## config.mk

```make
export PLATFORM = sky130hd
export DESIGN_NAME = sql_keyword_lexer_unit
export DESIGN_NICKNAME = d
export VERILOG_FILES = /design/src/hw/rtl/sqlkl_pkg.sv /design/src/hw/rtl/sql_keyword_lexer_unit.sv
export SDC_FILE = /design/constraint.sdc
export NUM_CORES = 1
export LEC_CHECK = 0
export BUFFER_PORTS_ARGS = -buffer_cell sky130_fd_sc_hd__buf_4
export CAP_MARGIN = 0
export CORE_MARGIN = 1.5
export CORE_UTILIZATION = 56
export CTS_BUF_LIST = sky130_fd_sc_hd__clkbuf_2 sky130_fd_sc_hd__clkbuf_4 sky130_fd_sc_hd__clkbuf_8
export DETAILED_ROUTE_END_ITERATION = 8
export GPL_ROUTABILITY_DRIVEN = 0
export PLACE_DENSITY = 0.71
export RECOVER_POWER = 100
export SYNTH_ARGS = -nofsm -noshare
export SYNTH_HDL_FRONTEND = slang
export SYNTH_SLANG_ARGS = --single-unit
export TNS_END_PERCENT = 1
```

## constraint.sdc

```tcl
create_clock -name clk -period 4.5 [get_ports clk]
set_clock_uncertainty 0.15 [all_clocks]
set_input_delay 0.9 -clock clk [delete_from_list [all_inputs] [get_ports clk]]
set_output_delay 0.9 -clock clk [all_outputs]
set_load 0.01 [all_outputs]
```

## src/hw/rtl/sqlkl_pkg.sv

```systemverilog
// Shared types, codes and keyword helpers for the SQL keyword lexer.
package sqlkl_pkg;

  // Lexer mode held between bytes.
  typedef enum logic [2:0] {
    MODE_IDLE,
    MODE_STRING,
    MODE_INTEGER,
    MODE_IDENT,
    MODE_SKIP
  } lex_mode_t;

  // Token types reported at the end of each token.
  typedef enum logic [3:0] {
    KIND_STAR       = 4'd0,
    KIND_COMMA      = 4'd1,
    KIND_SEMICOLON  = 4'd2,
    KIND_LPAREN     = 4'd3,
    KIND_RPAREN     = 4'd4,
    KIND_STRING     = 4'd5,
    KIND_INTEGER    = 4'd6,
    KIND_IDENT      = 4'd7,
    KIND_SELECT     = 4'd8,
    KIND_FROM       = 4'd9,
    KIND_INSERT     = 4'd10,
    KIND_INTO       = 4'd11,
    KIND_VALUES     = 4'd12
  } token_kind_t;

  // Error codes.
  typedef enum logic [1:0] {
    ERR_NONE         = 2'd0,
    ERR_INVALID_CHAR = 2'd1,
    ERR_OPEN_STRING  = 2'd2
  } err_code_t;

  // One result item.
  typedef struct packed {
    logic [7:0]  lexeme_byte;
    logic        lexeme_byte_valid;
    logic        token_complete;
    token_kind_t token_kind;
    err_code_t   error_code;
    logic        statement_finished;
    logic        last_of_run;
  } res_t;

  localparam logic [4:0] ALL_KEYWORDS = 5'b11111;
  localparam logic [7:0] QUOTE_CH     = 8'h27;

  // Keyword text, entry 0 is SELECT; short words are padded with spaces.
  localparam logic [4:0][47:0] KW_TEXT = {"VALUES", "INTO  ", "INSERT", "FROM  ", "SELECT"};
  localparam logic [4:0][2:0]  KW_LEN  = {3'd6, 3'd4, 3'd6, 3'd4, 3'd6};

  // Builds a result; byte and kind read as zero when they carry nothing.
  function automatic res_t make_res(logic [7:0] b, logic v, logic d, token_kind_t k,
                                    err_code_t e);
    res_t r;
    r.lexeme_byte        = v ? b : 8'h00;
    r.lexeme_byte_valid  = v;
    r.token_complete     = d;
    r.token_kind         = d ? k : KIND_STAR;
    r.error_code         = e;
    r.statement_finished = 1'b0;
    r.last_of_run        = 1'b0;
    return r;
  endfunction

  function automatic logic is_space(logic [7:0] b);
    return (b == 8'h20) || (b >= 8'h09 && b <= 8'h0D);
  endfunction

  function automatic logic is_digit(logic [7:0] b);
    return b >= 8'h30 && b <= 8'h39;
  endfunction

  function automatic logic is_ident_start(logic [7:0] b);
    return (b >= 8'h41 && b <= 8'h5A) || (b >= 8'h61 && b <= 8'h7A) || (b == 8'h5F);
  endfunction

  function automatic logic is_ident_part(logic [7:0] b);
    return is_ident_start(b) || is_digit(b);
  endfunction

  // Character of keyword k at position p.
  function automatic logic [7:0] kw_char(logic [2:0] k, logic [2:0] p);
    logic [47:0] w;
    w = KW_TEXT[k] << {p, 3'b000};
    return w[47:40];
  endfunction

  // Drops every keyword that does not match this character at this position.
  function automatic logic [4:0] advance_cand(logic [2:0] pos, logic [4:0] cand,
                                              logic [7:0] b);
    logic [7:0] up;
    logic [4:0] c;
    up = (b >= 8'h61 && b <= 8'h7A) ? b - 8'h20 : b;
    for (int k = 0; k < 5; k++) begin
      c[k] = cand[k] && (pos < KW_LEN[k]) && (kw_char(3'(k), pos) == up);
    end
    return c;
  endfunction

  // Identifier position saturates at seven.
  function automatic logic [2:0] next_pos(logic [2:0] pos);
    return (pos == 3'd7) ? pos : pos + 3'd1;
  endfunction

  // Lowest surviving keyword whose length matches, else a plain identifier.
  function automatic token_kind_t ident_kind(logic [2:0] pos, logic [4:0] cand);
    token_kind_t r;
    r = KIND_IDENT;
    for (int k = 4; k >= 0; k--) begin
      if (cand[k] && pos == KW_LEN[k]) begin
        r = token_kind_t'(4'(8 + k));
      end
    end
    return r;
  endfunction

endpackage

```

## src/hw/rtl/sql_keyword_lexer_unit.sv

```systemverilog
// Results of a byte are registered in the result queue and reach the master side behind any earlier results.
// One byte per cycle while input ready is high; a byte that causes two results queues both of them,
// and input ready drops when two or more results are queued in the three-entry result queue.
// Reset (rst, synchronous, active high) returns the lexer to idle between tokens with
// the keyword mask full and empties the result queue.
module sql_keyword_lexer_unit (
  input  logic       clk,
  input  logic       rst,
  input  logic       s_tvalid,
  output logic       s_tready,
  input  logic [7:0] s_tdata,   // [7:0] text_byte
  input  logic       s_tlast,   // end_of_text
  output logic       m_tvalid,
  input  logic       m_tready,
  output logic [7:0] m_tdata,   // [7:0] lexeme_byte
  output logic [8:0] m_tuser,   // [0] lexeme_byte_valid, [1] token_complete,
                                // [5:2] token_kind, [7:6] error_code, [8] statement_finished
  output logic       m_tlast    // last_of_run
);

  sqlkl_pkg::lex_mode_t mode, mode_next;
  logic [2:0] pos, pos_next;
  logic [4:0] cand, cand_next;

  logic [7:0] b;
  logic       eot;
  logic       acc;

  // Result queue, entry 0 faces the output.
  sqlkl_pkg::res_t q [3];
  sqlkl_pkg::res_t q_next [3];
  logic [1:0] cnt, cnt_next;
  logic       pop;
  logic [1:0] cs;
  logic [1:0] add;

  // Classification and keyword tracking of the incoming byte.
  logic                   punct_hit;
  sqlkl_pkg::token_kind_t punct_kind;
  logic [2:0]             adv_pos;
  logic [4:0]             adv_cand;
  logic [4:0]             fresh_cand;

  // What a byte does when it arrives between tokens.
  logic                 st_hit;
  sqlkl_pkg::res_t      st_res;
  sqlkl_pkg::lex_mode_t st_mode;
  logic [2:0]           st_pos;
  logic [4:0]           st_cand;

  // Results of the current byte.
  logic [1:0]      n;
  sqlkl_pkg::res_t r0, r1;

  assign b   = s_tdata;
  assign eot = s_tlast;
  assign acc = s_tvalid && s_tready;

  assign adv_pos    = sqlkl_pkg::next_pos(pos);
  assign adv_cand   = sqlkl_pkg::advance_cand(pos, cand, b);
  assign fresh_cand = sqlkl_pkg::advance_cand(3'd0, sqlkl_pkg::ALL_KEYWORDS, b);

  // One-byte punctuation tokens.
  always_comb begin
    punct_hit  = 1'b1;
    punct_kind = sqlkl_pkg::KIND_STAR;
    case (b)
      8'h2A:   punct_kind = sqlkl_pkg::KIND_STAR;
      8'h2C:   punct_kind = sqlkl_pkg::KIND_COMMA;
      8'h3B:   punct_kind = sqlkl_pkg::KIND_SEMICOLON;
      8'h28:   punct_kind = sqlkl_pkg::KIND_LPAREN;
      8'h29:   punct_kind = sqlkl_pkg::KIND_RPAREN;
      default: punct_hit  = 1'b0;
    endcase
  end

  // Start of a new token from between tokens.
  always_comb begin
    st_hit  = 1'b0;
    st_res  = sqlkl_pkg::make_res(8'h00, 1'b0, 1'b0, sqlkl_pkg::KIND_STAR,
                                  sqlkl_pkg::ERR_NONE);
    st_mode = sqlkl_pkg::MODE_IDLE;
    st_pos  = pos;
    st_cand = cand;
    if (punct_hit) begin
      st_hit = 1'b1;
      st_res = sqlkl_pkg::make_res(b, 1'b1, 1'b1, punct_kind, sqlkl_pkg::ERR_NONE);
    end else if (sqlkl_pkg::is_space(b)) begin
      st_mode = sqlkl_pkg::MODE_IDLE;
    end else if (b == sqlkl_pkg::QUOTE_CH) begin
      st_mode = sqlkl_pkg::MODE_STRING;
      st_hit  = eot;
      st_res  = sqlkl_pkg::make_res(8'h00, 1'b0, 1'b0, sqlkl_pkg::KIND_STAR,
                                    sqlkl_pkg::ERR_OPEN_STRING);
    end else if (sqlkl_pkg::is_digit(b)) begin
      st_mode = sqlkl_pkg::MODE_INTEGER;
      st_hit  = 1'b1;
      st_res  = sqlkl_pkg::make_res(b, 1'b1, eot, sqlkl_pkg::KIND_INTEGER,
                                    sqlkl_pkg::ERR_NONE);
    end else if (sqlkl_pkg::is_ident_start(b)) begin
      st_mode = sqlkl_pkg::MODE_IDENT;
      st_pos  = 3'd1;
      st_cand = fresh_cand;
      st_hit  = 1'b1;
      st_res  = sqlkl_pkg::make_res(b, 1'b1, eot, sqlkl_pkg::ident_kind(3'd1, fresh_cand),
                                    sqlkl_pkg::ERR_NONE);
    end else begin
      st_mode = sqlkl_pkg::MODE_SKIP;
      st_hit  = 1'b1;
      st_res  = sqlkl_pkg::make_res(8'h00, 1'b0, 1'b0, sqlkl_pkg::KIND_STAR,
                                    sqlkl_pkg::ERR_INVALID_CHAR);
    end
  end

  // Results caused by the current byte.
  always_comb begin
    n  = 2'd0;
    r0 = sqlkl_pkg::make_res(8'h00, 1'b0, 1'b0, sqlkl_pkg::KIND_STAR, sqlkl_pkg::ERR_NONE);
    r1 = r0;
    case (mode)
      sqlkl_pkg::MODE_STRING: begin
        n = 2'd1;
        if (b == sqlkl_pkg::QUOTE_CH) begin
          r0 = sqlkl_pkg::make_res(8'h00, 1'b0, 1'b1, sqlkl_pkg::KIND_STRING,
                                   sqlkl_pkg::ERR_NONE);
        end else begin
          r0 = sqlkl_pkg::make_res(b, 1'b1, 1'b0, sqlkl_pkg::KIND_STAR, sqlkl_pkg::ERR_NONE);
          if (eot) begin
            r1 = sqlkl_pkg::make_res(8'h00, 1'b0, 1'b0, sqlkl_pkg::KIND_STAR,
                                     sqlkl_pkg::ERR_OPEN_STRING);
            n  = 2'd2;
          end
        end
      end
      sqlkl_pkg::MODE_INTEGER: begin
        if (sqlkl_pkg::is_digit(b)) begin
          r0 = sqlkl_pkg::make_res(b, 1'b1, eot, sqlkl_pkg::KIND_INTEGER, sqlkl_pkg::ERR_NONE);
          n  = 2'd1;
        end else begin
          r0 = sqlkl_pkg::make_res(8'h00, 1'b0, 1'b1, sqlkl_pkg::KIND_INTEGER,
                                   sqlkl_pkg::ERR_NONE);
          r1 = st_res;
          n  = st_hit ? 2'd2 : 2'd1;
        end
      end
      sqlkl_pkg::MODE_IDENT: begin
        if (sqlkl_pkg::is_ident_part(b)) begin
          r0 = sqlkl_pkg::make_res(b, 1'b1, eot, sqlkl_pkg::ident_kind(adv_pos, adv_cand),
                                   sqlkl_pkg::ERR_NONE);
          n  = 2'd1;
        end else begin
          r0 = sqlkl_pkg::make_res(8'h00, 1'b0, 1'b1, sqlkl_pkg::ident_kind(pos, cand),
                                   sqlkl_pkg::ERR_NONE);
          r1 = st_res;
          n  = st_hit ? 2'd2 : 2'd1;
        end
      end
      sqlkl_pkg::MODE_SKIP: begin
        n = 2'd0;
      end
      default: begin
        r0 = st_res;
        n  = {1'b0, st_hit};
      end
    endcase

    // An end of statement always yields at least one result.
    if (eot && n == 2'd0) begin
      n = 2'd1;
    end

    // Tag the final result of the byte.
    if (n == 2'd2) begin
      r1.last_of_run        = 1'b1;
      r1.statement_finished = eot;
    end else begin
      r0.last_of_run        = 1'b1;
      r0.statement_finished = eot;
    end
  end

  // Next lexer state.
  always_comb begin
    mode_next = mode;
    pos_next  = pos;
    cand_next = cand;
    case (mode)
      sqlkl_pkg::MODE_STRING: begin
        if (b == sqlkl_pkg::QUOTE_CH) begin
          mode_next = sqlkl_pkg::MODE_IDLE;
        end
      end
      sqlkl_pkg::MODE_INTEGER: begin
        if (!sqlkl_pkg::is_digit(b)) begin
          mode_next = st_mode;
          pos_next  = st_pos;
          cand_next = st_cand;
        end
      end
      sqlkl_pkg::MODE_IDENT: begin
        if (sqlkl_pkg::is_ident_part(b)) begin
          pos_next  = adv_pos;
          cand_next = adv_cand;
        end else begin
          mode_next = st_mode;
          pos_next  = st_pos;
          cand_next = st_cand;
        end
      end
      sqlkl_pkg::MODE_SKIP: begin
        mode_next = mode;
      end
      default: begin
        mode_next = st_mode;
        pos_next  = st_pos;
        cand_next = st_cand;
      end
    endcase
    if (eot) begin
      mode_next = sqlkl_pkg::MODE_IDLE;
      pos_next  = 3'd0;
      cand_next = sqlkl_pkg::ALL_KEYWORDS;
    end
  end

  // Queue update: shift out on a transfer, then append this byte's results.
  assign pop = (cnt != 2'd0) && m_tready;
  assign cs  = cnt - {1'b0, pop};
  assign add = acc ? n : 2'd0;

  always_comb begin
    q_next[0] = pop ? q[1] : q[0];
    q_next[1] = pop ? q[2] : q[1];
    q_next[2] = q[2];
    for (int i = 0; i < 3; i++) begin
      if (add != 2'd0 && 2'(i) == cs) begin
        q_next[i] = r0;
      end
      if (add == 2'd2 && 2'(i) == cs + 2'd1) begin
        q_next[i] = r1;
      end
    end
    cnt_next = cs + add;
  end

  // State and queue registers.
  always_ff @(posedge clk) begin
    if (rst) begin
      mode <= sqlkl_pkg::MODE_IDLE;
      pos  <= 3'd0;
      cand <= sqlkl_pkg::ALL_KEYWORDS;
      cnt  <= 2'd0;
    end else begin
      if (acc) begin
        mode <= mode_next;
        pos  <= pos_next;
        cand <= cand_next;
      end
      cnt <= cnt_next;
    end
  end

  always_ff @(posedge clk) begin
    for (int i = 0; i < 3; i++) begin
      q[i] <= q_next[i];
    end
  end

  // Ports.
  assign s_tready = (cnt <= 2'd1);
  assign m_tvalid = (cnt != 2'd0);
  assign m_tdata  = q[0].lexeme_byte;
  assign m_tuser  = {q[0].statement_finished, q[0].error_code, q[0].token_kind,
                     q[0].token_complete, q[0].lexeme_byte_valid};
  assign m_tlast  = q[0].last_of_run;

  // An accepted end-of-statement byte leaves the lexer in its reset state.
  a_eot_resets: assert property (@(posedge clk) disable iff (rst)
    acc && s_tlast |=> mode == sqlkl_pkg::MODE_IDLE && pos == 3'd0 &&
                       cand == sqlkl_pkg::ALL_KEYWORDS)
    else $error("lexer state not cleared after end of statement");

  // While skipping, bytes that do not end the statement add no results.
  a_skip_silent: assert property (@(posedge clk) disable iff (rst)
    acc && mode == sqlkl_pkg::MODE_SKIP && !s_tlast |=> cnt == $past(cs))
    else $error("result queued while skipping a bad statement");

  // Inside an identifier at least one character has been counted.
  a_ident_pos: assert property (@(posedge clk) disable iff (rst)
    mode == sqlkl_pkg::MODE_IDENT |-> pos != 3'd0)
    else $error("identifier mode with zero position");

  // The result that closes a statement is always the last one of its byte.
  a_finish_last: assert property (@(posedge clk) disable iff (rst)
    m_tvalid && q[0].statement_finished |-> q[0].last_of_run)
    else $error("statement end on a result that is not last of its byte");

endmodule
```

==> out/qor.yml <==
h-tree-depth: 3
final_period_minus_worst_setup_slack_ns: 4.073
die_width_um: 97.34
largest_net_degree_at_the_start_of_global_routing: 26
placeable_area_um2: 8678
clock_insertion_delay_worst_skew_ns: 0.35
total_power_mw: 2.509
gr-total-overflow: 0
max_freq_mhz: 245.5
cts_hold_buf: 0
mappedNetlistNets: 574
portion_of_total_power_attributed_to_the_clock_network_pct: 25.2
async_set_reset_flop_share_out_of_synthesis_pct: 0
worstMarginPinSlew_ns: 1.096
die_height_um: 97.34
final_area_um2: 5204
syn_area_um2: 4984
power_report.internal_total_mw: 1.633
detailed_place.area_um2: 5090
final_max_slew_viol_count: 0
timing.setup.critical_path_class: "in -> reg"
max_cap_violations: 0
postSynth.topFlopCell: "sky130_fd_sc_hd__edfxtp_1"
timing.max_slew.rel_slack_pct: 26.16
avgViaCountPerCell: 6.592
distinct_cells_synth: 82
post-cts-setup-buffer-count: 0
top_level_ports: 33
yosys_warnings: 0
grt_first_pass_wirelength_um: 20740
cpMaxStageDelayCell: "sky130_fd_sc_hd__o21ai_0"
static-leakage-power_nw: 1.774
power.density_cell_area_nw_per_um2: 482.1
number_of_global_route_vias_before_repair: 4103
cp-start-kind: "primary input"
wl_per_cell_um: 19.08
sequentialPowerShare_pct: 39.5
drive_above_1_share_pct: 10.34
rsz_0062_raised_after_global_routing: "no"
ys_ff_latch: 67
path_cells: "buf_4 > nor3_1 > and2_0 > o32a_1 > o21ai_0 > o21ai_2 > and4_4 > nor2_1 > nand2_1 > buf_4"
ir_worst_vdd_mv: 0.2519
dr_iter_0_viols: 307
fillerInstances: 770
run_status: "complete, no violations"
numCtsBuffers: 9
arrival_ns: 4.01
syn2layout_area_growth_pct: 4.419
clkSinkCount: 67
row_count: 34
switching_share_pct: 34.92
clockRootBuffer: "sky130_fd_sc_hd__clkbuf_8"
finalSetupTns_ns: 0
multi_input_comb_area_um2: 2676
switchingPower_uw: 876.2
grt_antenna_before_repair: 0
crit_fanout: 24
antenna_diode_count: 0
tritoncts: "done"
syn_inst: 549
final_antenna_net_count: 0
finalHoldViolations: 0
route.detailed.drc: 0
hp-class: "reg -> reg"
port_buffers: 32
start_util_pct: 57.43
utilization_pct: 59.96
min_period_over_period_pct: 90.51
worst_ep_required_time_ns: 4.44
final.setup.worst_slack_ns: 0.4271
place.detailed.hpwl_um: 9140
worst_setup_path_end_kind: "register"
vias: 4344
crit_family: "simple AND/OR/NAND/NOR gates"
fin_nets: 571
ctsLongestPathBuffers: 2
combinationalPowerShare_pct: 35.3
post_cts.resized_instances: 0
grt.total_usage_pct: 26.88
final-seq-area_um2: 1852
largest_incremental_delay_on_the_critical_path_ns: 0.55
placement.setup.worst_slack_ns: 0.5992
syn_area_per_cell_um2: 9.077
detailed_router_iteration_count_before_antenna_repair: 5
critPathMostFrequentCell: "sky130_fd_sc_hd__buf_4"
timing.hold.ws_ns: 0.3288
die_area_um2: 9474
cts.clk_slew.worst_paths_ns: 0.08
detail_route.wirelength_um: 12570
numPlacedInstances: 643
synth_edf_count: 51
cp_bufs_invs: 2
final_instance_count_excl_fillers: 659
finalSetupViolCount: 0
part_of_the_yosys_area_used_for_sequential_elements_pct: 37.16
[logic make-up (layout without fill, tap and decap cells)]
logic type               after synthesis  in the layout  share of synthesized area, %
AO/OA/AOI/OAI                        189            189                         27.12
multiplexers                           9              9                         1.858
XOR/XNOR                              19             19                         3.339
AND/OR/NAND/NOR                      179            179                         19.48
buffers and inverters                 74             76                         8.034
adder cells (fa/ha/maj)               12             12                         3.013
flip-flops                            67             67                         37.16
[power by group through the flow]
stage	Combinational [mW]	Sequential (mW)	Clock [mW]
6_report	0.886	0.991	0.631
5_1_grt	0.977	1.01	0.660
4_1_cts	0.968	0.997	0.638
3_5_place_dp	0.963	1.01	0
3_3_place_gp	0.951	1.00	0
2_1_floorplan	0.767	0.984	0
[worst min-delay path, stage by stage (launching register included)]
cell,delay [ns]
sky130_fd_sc_hd__dfxtp_1,0.32
sky130_fd_sc_hd__nand3_1,0.05
sky130_fd_sc_hd__o21ai_0,0.06
[Yosys cell counts (all sizes together), types with 6 or more instances]
master,count,share of area (%)
nor2b,10,1.3
a211oi,6,0.90
nand3,14,1.7
nor3,15,1.7
dfxtp,16,6.4
nand2,48,3.6
and3,6,0.75
o21a,6,1.1
xnor2,16,2.8
a21oi,43,4.5
nor2,36,3.1
clkbuf,13,0.98
a221oi,7,1.2
o21ai,37,4.2
edfxtp,51,31
o31ai,8,1.3
nand2b,7,0.93
o211ai,8,1.3
and2,8,1.1
a31oi,8,1.0
inv,21,1.6
mux2i,7,1.4
buf,40,5.5
a22o,15,2.6
o22ai,14,1.9
ha,12,3.0
[cell usage in the layout, fill, tap and decap left out, types with 5 or more instances in the layout]
| cell | netlist | layout |
|---|---|---|
| sky130_fd_sc_hd__edfxtp_1 | 51 | 51 |
| sky130_fd_sc_hd__nand2_1 | 48 | 48 |
| sky130_fd_sc_hd__a21oi_1 | 41 | 41 |
| sky130_fd_sc_hd__nor2_1 | 33 | 34 |
| sky130_fd_sc_hd__o21ai_0 | 27 | 31 |
| sky130_fd_sc_hd__clkbuf_1 | 13 | 21 |
| sky130_fd_sc_hd__inv_1 | 18 | 18 |
| sky130_fd_sc_hd__buf_4 | 20 | 17 |
| sky130_fd_sc_hd__xnor2_1 | 16 | 16 |
| sky130_fd_sc_hd__dfxtp_1 | 16 | 16 |
| sky130_fd_sc_hd__a22o_1 | 15 | 15 |
| sky130_fd_sc_hd__o22ai_1 | 13 | 14 |
| sky130_fd_sc_hd__nor3_1 | 13 | 13 |
| sky130_fd_sc_hd__nand3_1 | 13 | 13 |
| sky130_fd_sc_hd__ha_1 | 12 | 12 |
| sky130_fd_sc_hd__nor2b_1 | 10 | 10 |
| sky130_fd_sc_hd__clkbuf_8 | 0 | 10 |
| sky130_fd_sc_hd__o31ai_1 | 7 | 8 |
| sky130_fd_sc_hd__a31oi_1 | 8 | 8 |
| sky130_fd_sc_hd__o211ai_1 | 7 | 7 |
| sky130_fd_sc_hd__mux2i_1 | 7 | 7 |
| sky130_fd_sc_hd__a221oi_1 | 7 | 7 |
| sky130_fd_sc_hd__nand2b_1 | 6 | 6 |
| sky130_fd_sc_hd__and3_1 | 6 | 6 |
| sky130_fd_sc_hd__a211oi_1 | 6 | 6 |
| sky130_fd_sc_hd__a311oi_1 | 4 | 5 |
| sky130_fd_sc_hd__nand3b_1 | 5 | 5 |
| sky130_fd_sc_hd__o21a_1 | 5 | 5 |
| sky130_fd_sc_hd__nand4_1 | 4 | 5 |
| sky130_fd_sc_hd__a22oi_1 | 5 | 5 |
[layout make-up]
class	count	area share [%]
Clock buffer	10	2.645
Clock inverter	6	2.164
Inverter	21	1.515
Multi-Input combinational cell	408	51.43
Sequential cell	67	35.59
Tap cell	108	2.597
Timing Repair Buffer	39	4.063
[layer usage]
layer / GRT usage [%] / vias to the layer above / wire length [um]
li1: - / 2065 / -
met1: 35.46 / 2032 / 5432
met2: 44.00 / 205 / 5894
met3: 4.676 / 42 / 778
met4: 10.77 / 0 / 466
met5: 0 / - / 0
[flip-flops by register name, summed over array words and instances, names as in the netlist]
| name | flops |
|---|---|
| q | 54 |
| cand | 5 |
| mode | 3 |
| pos | 3 |
| cnt | 2 |
[final timing paths]
check / startpoint / to / slack [ns] / depth (start not counted)
setup / recovery: s_tdata[1] / q[0][14]$_DFFE_PP_ / 0.43 / 10
hold / removal: q[0][43]$_SDFFE_PP0P_ / q[0][43]$_SDFFE_PP0P_ / 0.33 / 2
setup reg to reg: pos[1]$_SDFFE_PP0P_ / q[0][23]$_DFFE_PP_ / 0.93 / 10
hold reg to reg: q[0][43]$_SDFFE_PP0P_ / q[0][43]$_SDFFE_PP0P_ / 0.33 / 2
(Power assumes the default switching activity.)
